<file path="src/hw/rtl/psjc_pkg.sv">
// Shared types, constants and helper functions for the pan sweep / joystick controller.
// No dependencies; imported by pan_sweep_joystick_controller_unit.
package psjc_pkg;

  // Input word: one 1 ms tick of sensor and mode data
  typedef struct packed {
    logic [9:0]  distance;
    logic [15:0] joystick_level;
    logic        manual_mode;
    logic [11:0] current_angle;
  } in_word_t;

  // Result word: motor command and detection status
  typedef struct packed {
    logic [11:0] target_angle;
    logic        motor_enable;
    logic        detected;
    logic        detect_alert;
  } out_word_t;

  // Configuration register indexes
  typedef enum logic [2:0] {
    CFG_DETECT_DISTANCE = 3'd0,
    CFG_SWEEP_HALF_MS   = 3'd1,
    CFG_LEFT_ANGLE      = 3'd2,
    CFG_RIGHT_ANGLE     = 3'd3,
    CFG_MIN_ANGLE       = 3'd4,
    CFG_MAX_ANGLE       = 3'd5
  } cfg_idx_t;

  localparam int unsigned CFG_IDX_W  = 3;
  localparam int unsigned CFG_DATA_W = 14;

  // Register reset values
  localparam logic [9:0]  RST_DETECT_DISTANCE = 10'd20;
  localparam logic [13:0] RST_SWEEP_HALF_MS   = 14'd7000;
  localparam logic [11:0] RST_LEFT_ANGLE      = 12'd1024;
  localparam logic [11:0] RST_RIGHT_ANGLE     = 12'd3072;
  localparam logic [11:0] RST_MIN_ANGLE       = 12'd20;
  localparam logic [11:0] RST_MAX_ANGLE       = 12'd4070;
  localparam logic [11:0] RST_TARGET          = 12'd2048;

  // Joystick thresholds
  localparam logic [15:0] JOY_TH_P4 = 16'd60000;
  localparam logic [15:0] JOY_TH_P3 = 16'd50000;
  localparam logic [15:0] JOY_TH_P2 = 16'd40000;
  localparam logic [15:0] JOY_TH_P1 = 16'd30000;
  localparam logic [15:0] JOY_TH_Z  = 16'd18000;
  localparam logic [15:0] JOY_TH_M1 = 16'd15000;
  localparam logic [15:0] JOY_TH_M2 = 16'd10000;
  localparam logic [15:0] JOY_TH_M3 = 16'd5000;

  // Map a joystick level to a signed step of -4 to +4
  function automatic logic signed [3:0] joy_step(input logic [15:0] lvl);
    logic signed [3:0] d;
    if (lvl > JOY_TH_P4)      d = 4'sd4;
    else if (lvl > JOY_TH_P3) d = 4'sd3;
    else if (lvl > JOY_TH_P2) d = 4'sd2;
    else if (lvl > JOY_TH_P1) d = 4'sd1;
    else if (lvl > JOY_TH_Z)  d = 4'sd0;
    else if (lvl > JOY_TH_M1) d = -4'sd1;
    else if (lvl > JOY_TH_M2) d = -4'sd2;
    else if (lvl > JOY_TH_M3) d = -4'sd3;
    else                      d = -4'sd4;
    return d;
  endfunction

endpackage

</file>
<file path="src/hw/rtl/pan_sweep_joystick_controller_unit.sv">
// Pan sweep / joystick controller: top level with input register, tick logic and result register.
// Depends on psjc_pkg for word types, register indexes, reset values and the joystick map.
//
//   channel | ports                               | direction | word
//   --------+-------------------------------------+-----------+-----------
//   input   | in_valid, in_stall, in_data         | in        | in_word_t
//   result  | out_valid, out_stall, out_data      | out       | out_word_t
//   config  | cfg_we, cfg_index, cfg_wdata        | in        | 14 bit
//
// One word is taken per cycle while the result side does not stall; its result is offered
// from the result register, after the input register and the tick logic between them.
// Controller state advances when a word moves from the input to the result register.
// rst_n is synchronous: it empties both registers and restores state and config.
// A stalled result holds; the input register takes one more word, then stalls.
module pan_sweep_joystick_controller_unit
  import psjc_pkg::*;
(
  input  logic                  clk,
  input  logic                  rst_n,
  input  logic                  in_valid,
  output logic                  in_stall,
  input  in_word_t              in_data,
  output logic                  out_valid,
  input  logic                  out_stall,
  output out_word_t             out_data,
  input  logic                  cfg_we,
  input  logic [CFG_IDX_W-1:0]  cfg_index,
  input  logic [CFG_DATA_W-1:0] cfg_wdata
);

  // Configuration registers
  logic [9:0]  detect_distance_r;
  logic [13:0] sweep_half_ms_r;
  logic [11:0] left_angle_r;
  logic [11:0] right_angle_r;
  logic [11:0] min_angle_r;
  logic [11:0] max_angle_r;

  // Controller state
  logic [15:0] ms_count_r, ms_count_nxt;
  logic        sweep_running_r, sweep_running_nxt;
  logic [11:0] target_r, target_nxt;
  logic        drive_en_r, drive_en_nxt;
  logic        prev_detected_r;
  logic        prev_rotating_r;

  // Pipeline registers
  in_word_t    in_q_r;
  logic        in_q_valid_r;
  out_word_t   out_q_r;
  logic        out_q_valid_r;

  logic        advance;
  logic        load;

  // Tick logic intermediates
  logic signed [3:0]  joy_d;
  logic signed [13:0] step_sum;
  logic [11:0]        clamped;
  logic               det;
  logic               alert;
  logic               rotating;
  logic [14:0]        sweep_full;

  // Handshake: result register frees when empty or taken
  assign advance   = !out_q_valid_r || !out_stall;
  assign load      = in_q_valid_r && advance;
  assign in_stall  = in_q_valid_r && !advance;
  assign out_valid = out_q_valid_r;
  assign out_data  = out_q_r;

  // Write configuration registers
  always_ff @(posedge clk) begin
    if (!rst_n) begin
      detect_distance_r <= RST_DETECT_DISTANCE;
      sweep_half_ms_r   <= RST_SWEEP_HALF_MS;
      left_angle_r      <= RST_LEFT_ANGLE;
      right_angle_r     <= RST_RIGHT_ANGLE;
      min_angle_r       <= RST_MIN_ANGLE;
      max_angle_r       <= RST_MAX_ANGLE;
    end else if (cfg_we) begin
      case (cfg_idx_t'(cfg_index))
        CFG_DETECT_DISTANCE: detect_distance_r <= cfg_wdata[9:0];
        CFG_SWEEP_HALF_MS:   sweep_half_ms_r   <= cfg_wdata;
        CFG_LEFT_ANGLE:      left_angle_r      <= cfg_wdata[11:0];
        CFG_RIGHT_ANGLE:     right_angle_r     <= cfg_wdata[11:0];
        CFG_MIN_ANGLE:       min_angle_r       <= cfg_wdata[11:0];
        CFG_MAX_ANGLE:       max_angle_r       <= cfg_wdata[11:0];
        default: ;
      endcase
    end
  end

  // Tick logic: timer, joystick step, clamp, detection, sweep and stop
  always_comb begin
    // advance the sweep timer
    ms_count_nxt = sweep_running_r ? (ms_count_r + 16'd1) : 16'd0;

    // joystick step in manual mode
    joy_d        = joy_step(in_q_r.joystick_level);
    drive_en_nxt = drive_en_r;
    step_sum     = $signed({2'b00, target_r});
    if (in_q_r.manual_mode) begin
      drive_en_nxt = 1'b1;
      step_sum     = $signed({2'b00, target_r}) + $signed({{10{joy_d[3]}}, joy_d});
    end

    // clamp, lower bound first
    if (step_sum <= $signed({2'b00, min_angle_r}))
      clamped = min_angle_r;
    else if (step_sum >= $signed({2'b00, max_angle_r}))
      clamped = max_angle_r;
    else
      clamped = step_sum[11:0];
    target_nxt = clamped;

    // detection and its rising edge
    det   = in_q_r.distance <= detect_distance_r;
    alert = det && !prev_detected_r;

    // auto sweep: left half, right half, then restart
    rotating          = !det && !in_q_r.manual_mode;
    sweep_full        = {sweep_half_ms_r, 1'b0};
    sweep_running_nxt = sweep_running_r;
    if (rotating) begin
      sweep_running_nxt = 1'b1;
      drive_en_nxt      = 1'b1;
      if (ms_count_nxt < {2'b00, sweep_half_ms_r})
        target_nxt = left_angle_r;
      else if (ms_count_nxt < {1'b0, sweep_full})
        target_nxt = right_angle_r;
      else
        sweep_running_nxt = 1'b0;
    end

    // rotation stopped: motor off, freeze at the reported angle
    if (prev_rotating_r && !rotating) begin
      drive_en_nxt = 1'b0;
      target_nxt   = in_q_r.current_angle;
    end
  end

  // Update controller state when a word moves on
  always_ff @(posedge clk) begin
    if (!rst_n) begin
      ms_count_r      <= 16'd0;
      sweep_running_r <= 1'b0;
      target_r        <= RST_TARGET;
      drive_en_r      <= 1'b1;
      prev_detected_r <= 1'b0;
      prev_rotating_r <= 1'b0;
    end else if (load) begin
      ms_count_r      <= ms_count_nxt;
      sweep_running_r <= sweep_running_nxt;
      target_r        <= target_nxt;
      drive_en_r      <= drive_en_nxt;
      prev_detected_r <= det;
      prev_rotating_r <= rotating;
    end
  end

  // Input register: refill whenever empty or moving on
  always_ff @(posedge clk) begin
    if (!rst_n) begin
      in_q_valid_r <= 1'b0;
    end else if (!in_stall) begin
      in_q_valid_r <= in_valid;
    end
  end

  always_ff @(posedge clk) begin
    if (in_valid && !in_stall) begin
      in_q_r <= in_data;
    end
  end

  // Result register: hold while stalled
  always_ff @(posedge clk) begin
    if (!rst_n) begin
      out_q_valid_r <= 1'b0;
    end else if (advance) begin
      out_q_valid_r <= in_q_valid_r;
    end
  end

  always_ff @(posedge clk) begin
    if (load) begin
      out_q_r.target_angle <= target_nxt;
      out_q_r.motor_enable <= drive_en_nxt;
      out_q_r.detected     <= det;
      out_q_r.detect_alert <= alert;
    end
  end

`ifndef SYNTH
  // State changes only when a word moves into the result register
  a_state_hold: assert property (@(posedge clk) disable iff (!rst_n)
    !load |=> $stable(ms_count_r) && $stable(target_r) && $stable(drive_en_r))
    else $error("controller state changed without a word moving on");

  // Detection history follows the last result produced
  a_prev_det: assert property (@(posedge clk) disable iff (!rst_n)
    load |=> prev_detected_r == out_q_r.detected)
    else $error("detection history differs from last result");

  // An alert is only raised together with detection
  a_alert_det: assert property (@(posedge clk) disable iff (!rst_n)
    out_q_valid_r && out_q_r.detect_alert |-> out_q_r.detected)
    else $error("alert without detection");

  // Timer restarts from zero once the sweep has stopped
  a_timer_clear: assert property (@(posedge clk) disable iff (!rst_n)
    load && !sweep_running_r |=> ms_count_r == 16'd0)
    else $error("sweep timer not cleared");

  // Input side stalls only with a full input register
  a_stall_full: assert property (@(posedge clk) disable iff (!rst_n)
    in_stall |-> in_q_valid_r && out_q_valid_r)
    else $error("input stalled with room to take a word");
`endif

endmodule

</file>
<file path="config.mk">
export PLATFORM = sky130hd
export DESIGN_NAME = pan_sweep_joystick_controller_unit
export DESIGN_NICKNAME = d
export VERILOG_FILES = /design/src/hw/rtl/psjc_pkg.sv /design/src/hw/rtl/pan_sweep_joystick_controller_unit.sv
export SDC_FILE = /design/constraint.sdc
export NUM_CORES = 1
export LEC_CHECK = 0
export BUFFER_PORTS_ARGS = -buffer_cell sky130_fd_sc_hd__buf_2
export CAP_MARGIN = 40
export CORE_MARGIN = 3
export CORE_UTILIZATION = 55
export CTS_CLUSTER_DIAMETER = 30
export DETAILED_ROUTE_END_ITERATION = 10
export GPL_TIMING_DRIVEN = 0
export PLACE_DENSITY_LB_ADDON = 0.3
export SETUP_SLACK_MARGIN = 0.4
export SLEW_MARGIN = 10
export SYNTH_ARGS = -nofsm -noshare
export SYNTH_HDL_FRONTEND = slang
export SYNTH_SLANG_ARGS = --single-unit
export TNS_END_PERCENT = 5
</file>
<file path="constraint.sdc">
create_clock -name clk -period 6.1 [get_ports clk]
set_input_delay 1.22 -clock clk [delete_from_list [all_inputs] [get_ports clk]]
set_output_delay 1.22 -clock clk [all_outputs]
set_load 0.01 [all_outputs]
</file>
* After elaboration in Yosys (flattened, before gate mapping)
Index checks and enable logic that the tools add are counted.
** Cells by class
- Order comparisons :: 13
- Add/subtract/negate cells :: 2
- Multiplexer cells :: 21
- Reduce and logical (&&, ||, !) cells :: 23
- Equality and inequality tests :: 5
** Operators with widths (number)
- $mux W12 :: 6
- $gt A16 B16 Y1 const B :: 3
- $gt A16 B14 Y1 const B :: 2
- $gt A16 B15 Y1 const B :: 2
- $mux W4 :: 5
- $add A16 B1 Y16 const B :: 1
- $gt A16 B13 Y1 const B :: 1
- $lt A16 B14 Y1 :: 1
- $lt A16 B15 Y1 :: 1
- $mux W16 :: 1
- $add A13 B4 Y14 :: 1
- $ge A14 B13 Y1 :: 1
- $le A14 B13 Y1 :: 1
- $mux W14 :: 1
- $reduce_and A2 Y1 :: 7
- $le A10 B10 Y1 :: 1
- $logic_not A1 Y1 :: 8
- $eq A3 B2 Y1 const B :: 2
- $eq A3 B3 Y1 const B :: 2
- $logic_and A1 B1 Y1 :: 6
- $mux W1 :: 6
- $mux W2 :: 2
- $eq A3 B1 Y1 const B :: 1
- $logic_not A3 Y1 :: 1
- $logic_or A1 B1 Y1 :: 1
** Storage, ports and cells
- Input bits :: 61
- Word-level logic and storage cells :: 86
- Output and inout port bits :: 17
- Flip-flop bits (word level) :: 160

* Logic depth before layout (Yosys ltp)
- Depth after elaboration :: 18
- Depth in mapped cells :: 28
- Depth with buffers taken out :: 26

* Worst setup path after synthesis
OpenSTA, ideal clock, no wires.
- Path kind :: register to register
- From :: reg in_q_r[13] (netlist bit)
- To :: reg out_q_r, in the netlist out_data[3] (data pin)
- Clock period less this slack :: 6.037 ns
- Setup time :: 0.266 ns
- Buffers on the path :: 1
- Arrival :: 5.771 ns
- Path slack :: 0.063 ns
- Data required time :: 5.834 ns
- Cell stages (with the launch flop) :: 22
- Cells stage by stage :: edfxtp_1 or4_4 or3b_4 or4_2 o311ai_0 a21oi_1 fa_1 a211oi_1 o21ai_0 a41oi_1 xnor2_1 mux2_2 ha_1 nand4_1 o32ai_1 a31o_2 nand2b_1 o22ai_1 a311oi_4 buf_8 mux2i_1 o21bai_1
** On the way
- Cells in the longest elaborated chain, start to end :: 18
- Elaborated cells on any way between the ends :: 26
- Those cells by class :: 1 x add/sub; 10 x order compare; 15 x mux
** RTL lines
- from (decl) :: line pan_sweep_joystick_controller_unit.sv:48 : in_word_t in_q_r;
- from (signal assigned) :: line pan_sweep_joystick_controller_unit.sv:173 : in_q_r <= in_data;
- $gt A16 B13 Y1 :: line psjc_pkg.sv:63 : else if (lvl > JOY_TH_M3) d = -4'sd3;
- $mux W1 :: line psjc_pkg.sv:63
- $mux W2 :: line psjc_pkg.sv:62 : else if (lvl > JOY_TH_M2) d = -4'sd2;
- $mux W2 :: line psjc_pkg.sv:61 : else if (lvl > JOY_TH_M1) d = -4'sd1;
- $mux W4 :: line psjc_pkg.sv:60 : else if (lvl > JOY_TH_Z) d = 4'sd0;
- $mux W4 :: line psjc_pkg.sv:59 : else if (lvl > JOY_TH_P1) d = 4'sd1;
- $mux W4 :: line psjc_pkg.sv:58 : else if (lvl > JOY_TH_P2) d = 4'sd2;
- $mux W4 :: line psjc_pkg.sv:57 : else if (lvl > JOY_TH_P3) d = 4'sd3;
- [3 not listed]
- $ge A14 B13 Y1 :: line pan_sweep_joystick_controller_unit.sv:111 : else if (step_sum >= $signed({2'b00, max_angle_r}))
- $mux W12 :: line pan_sweep_joystick_controller_unit.sv:111
- $mux W12 (*) :: line pan_sweep_joystick_controller_unit.sv:109 : if (step_sum <= $signed({2'b00, min_angle_r}))
- $mux W12 :: line pan_sweep_joystick_controller_unit.sv:130 : else if (ms_count_nxt < {1'b0, sweep_full})
- $mux W12 :: line pan_sweep_joystick_controller_unit.sv:128 : if (ms_count_nxt < {2'b00, sweep_half_ms_r})
- $mux W12 (*) :: line pan_sweep_joystick_controller_unit.sv:125 : if (rotating) begin
- $mux W12 (*) :: line pan_sweep_joystick_controller_unit.sv:137 : if (prev_rotating_r && !rotating) begin
- named net target_nxt[0] :: line pan_sweep_joystick_controller_unit.sv:42 : logic [11:0] target_r, target_nxt;
- to (decl) :: line pan_sweep_joystick_controller_unit.sv:50 : out_word_t out_q_r;
Mark *: on every way through the listed nets, which the timed path passes. The rest lies on a longest branch.
A chain may end at the register's enable or synchronous reset.

* Final worst setup path
- From :: reg in_q_r[13] (netlist bit)
- To :: reg out_q_r, in the netlist out_data[6] (data pin)
The elaborated chain is that of the path after synthesis.

==> flow_summary.toml <==
[sta]
setup_viol = 0
min_period_over_period_pct = 98.1
clock_skew_ns = 0.0138
fmax_mhz = 167
tightest_slew_ns = 0.749
drv_slew = 0
rsz0062_at_grt = "true"
max-slew-margin-rel_pct = 50.1
final_hold_viol_count = 0
holdWs_ns = 0.466
fin_crit_ns = 5.99

[drt]
top_layer = "met5"
wl_met3_mm = 2.23
met1Wirelength_mm = 11.0
drt_iter0_drc = 674
route.antenna.remaining_nets = 0
finalWirelength_mm = 25.5
remaining_drc_errors = 0
drtPass1Iterations = 5
wl_met2_mm = 11.5
wl_per_cell_um = 18.4
num_vias = 8255
via_per_inst = 5.97

[placed_design]
placed_cells = 1324
io_buffers = 76
gp_congestion = 0.941
dpl.hpwl_mm = 17.6

[worst_setup_path]
r2r_start = "in_q_r[13]"
startpoint = "in_q_r[13]"
critPathKind = "register to register"
r2r_slack_ns = 0.11
startpoint_type = "register"
crit_path_max_fanout = 5
crit_path_end_kind = "register"
arrival_ns = 6.15
required_ns = 6.26

[synthesis]
avgSynthCellArea_sq_um = 9.13
synthFlopType = "dfxtp_1"
synth_top_area_share_pct = 22.7
syn-num-nets = 1162
synth_cells = 1026
seq_area_frac_synth_pct = 40.0
synth_seq_cells = 160
syn_area_sq_um = 9360
yosys.area.top_type = "dfxtp_1"
synthArstFlopShare_pct = 0
ys_warn_count = 0
synth_edf_count = 54
synth_cell_types = 81
yosys-top-cells-area = "dfxtp_1 (23%), edfxtp_1 (17%), ha_1 (9.9%), nand2_1 (7.1%), a21boi_0 (4.7%)"

[final_layout]
fill_cells = 1248
area_growth_pct = 21.1
layout.nets = 1285
drive_gt1_share_pct = 19.8
final_common_cell = "nand2_1"
antenna_cells = 0
multi_input_area_sq_um = 5540
fin_cells = 1382
final_cell_mix = "nand2_1 (177), dfxtp_1 (106), buf_2 (79)"
seq_area_sq_um = 3740

[global_routing]
grt_pass1_vias = 7706
grt_max_degree = 25
grt_pass1_wl_mm = 39.4
overflow = 0
grt_antenna_before_repair = 1
grt_use_total_pct = 27.2

[floorplanning]
die_area_sq_um = 18600
num_io_pins = 78
die_h_um = 136
core_sq_um = 16600
die_x_um = 136
placementRows = 47
initial_utilization_pct = 56.3

[clocking]
clkSlewWorstSetupHoldPaths_ns = 0.07
cts_buffers = 17
cts_root_buf = "clkbuf_16"
cts_buffer_depth = 2
cts_tree = "done"
htreeDepth = 4
clk-insertion-delay-late_ns = 0.44
cts_num_sinks = 160

[outcome]
status = "finished clean"

[pwr]
p_leak_nw = 4.55
vdd_drop_max_mv = 0.247
cellPowerDensity_nw_per_um2 = 257

[worst_hold_path]
hp-class = "register to register"
hp-start = "left_angle_r[1]"

[run]
cap_violations = 0
synth_stat cells, drive strengths merged, types with 12 or more instances:
cell type and instances:
a211oi 12, a21boi 59, a21oi 42, and2 25, and3 18, clkbuf 45, dfxtp 106, edfxtp 54
ha 74, inv 58, mux2 15, mux2i 24, nand2 177, nand3 24, nand4 13, nor2 28
nor2b 21, nor3 15, o211ai 25, o21ai 36, o21bai 16
layer usage:
metal  track usage, %  vias to the layer above
met5                0                        -
met4             9.41                        2
met3             6.77                       71
met2             42.2                      376
met1             37.0                     3862
li1                 -                     3944
stage by stage:
stage | instance area (sq um) | worst slack [ns] | TNS [ns] | power [W] | util, %
2_1_floorplan | 9410 | 0.420 | 0 | 0.00149 | -
3_3_place_gp | 10100 | -0.215 | -1.87 | 0.00161 | 60.5
3_5_place_dp | 10100 | -0.240 | -2.35 | 0.00162 | 60.7
4_1_cts | 11200 | 0.283 | 0 | 0.00286 | 67.1
5_1_grt | 11300 | -0.0736 | -0.645 | 0.00301 | 68.1
6_report | 11300 | 0.114 | 0 | 0.00291 | 68.1
kinds of logic (layout without fill, tap and decap cells):
kind of cell / after synthesis / after routing / share of synthesized area [%]
AO/OA/AOI/OAI: 256 / 256 / 19.5
XOR/XNOR: 18 / 18 / 1.68
adder cells (fa/ha/maj): 75 / 75 / 10.1
buffers and inverters: 111 / 247 / 5.02
flip-flops: 160 / 160 / 40.0
multiplexers: 39 / 39 / 4.41
AND/OR/NAND/NOR: 367 / 367 / 19.3
what timing repair did:
| action | 4_1_cts | 5_1_grt |
|---|---|---|
| pin swaps | 27 | 25 |
| resized for setup | 48 | 35 |
| hold buffers | 0 | 0 |
| hold endpoints to repair | 0 | 0 |
| buffers inserted | 19 | 5 |
| cloned | 2 | 0 |
| setup endpoints to repair | 24 | 24 |
critical path, cell delays in order, from the launching register on:
cell and delay [ns]:
edfxtp_1 0.42, buf_4 0.15, or4_4 0.43, or3b_4 0.43, or4_4 0.44, o311ai_4 0.09, a21oi_2 0.11, ha_1 0.32
a211oi_2 0.25, o21a_1 0.24, o21bai_1 0.12, a21bo_2 0.26, nand4b_1 0.09, o211ai_1 0.22, ha_1 0.42, nand4_1 0.15
o32ai_2 0.33, a31o_4 0.16, nand2b_4 0.12, o22ai_2 0.07, a311oi_4 0.21, buf_6 0.18, buf_12 0.15, mux2i_4 0.25
o21bai_1 0.10
sequential cells by signal (all words and copies together) (netlist names), 10 cells and up:
signal and flops:
right_angle_r 12, left_angle_r 12, max_angle_r 12, sweep_half_ms_r 14, in_q_r 39, out_data 15
ms_count_r 16, detect_distance_r 10, target_r 12, min_angle_r 12
path summary, 6_finish.rpt:
kind | endpoint | cells after the start
max | out_data[6] | 24
min | left_angle_r[1] | 2
max reg2reg | out_data[6] | 24
min reg2reg | left_angle_r[1] | 2
power by group:
part	leakage, nW	internal [W]	switching [W]
Combinational	2.87	0.000272	0.000316
Clock	0.294	0.000690	0.000461
Sequential	1.38	0.00115	0.0000224
Total	4.55	0.00211	0.000800
cell type report:
class	count	share of cell area (%)
Buffer	53	2.46
Clock buffer	17	3.75
Clock inverter	15	1.85
Inverter	58	1.92
Multi-Input combinational cell	755	48.9
Sequential cell	160	33.0
Tap cell	220	2.43
Timing Repair Buffer	104	5.67
No activity file was read; power rests on OpenSTA's default activity.
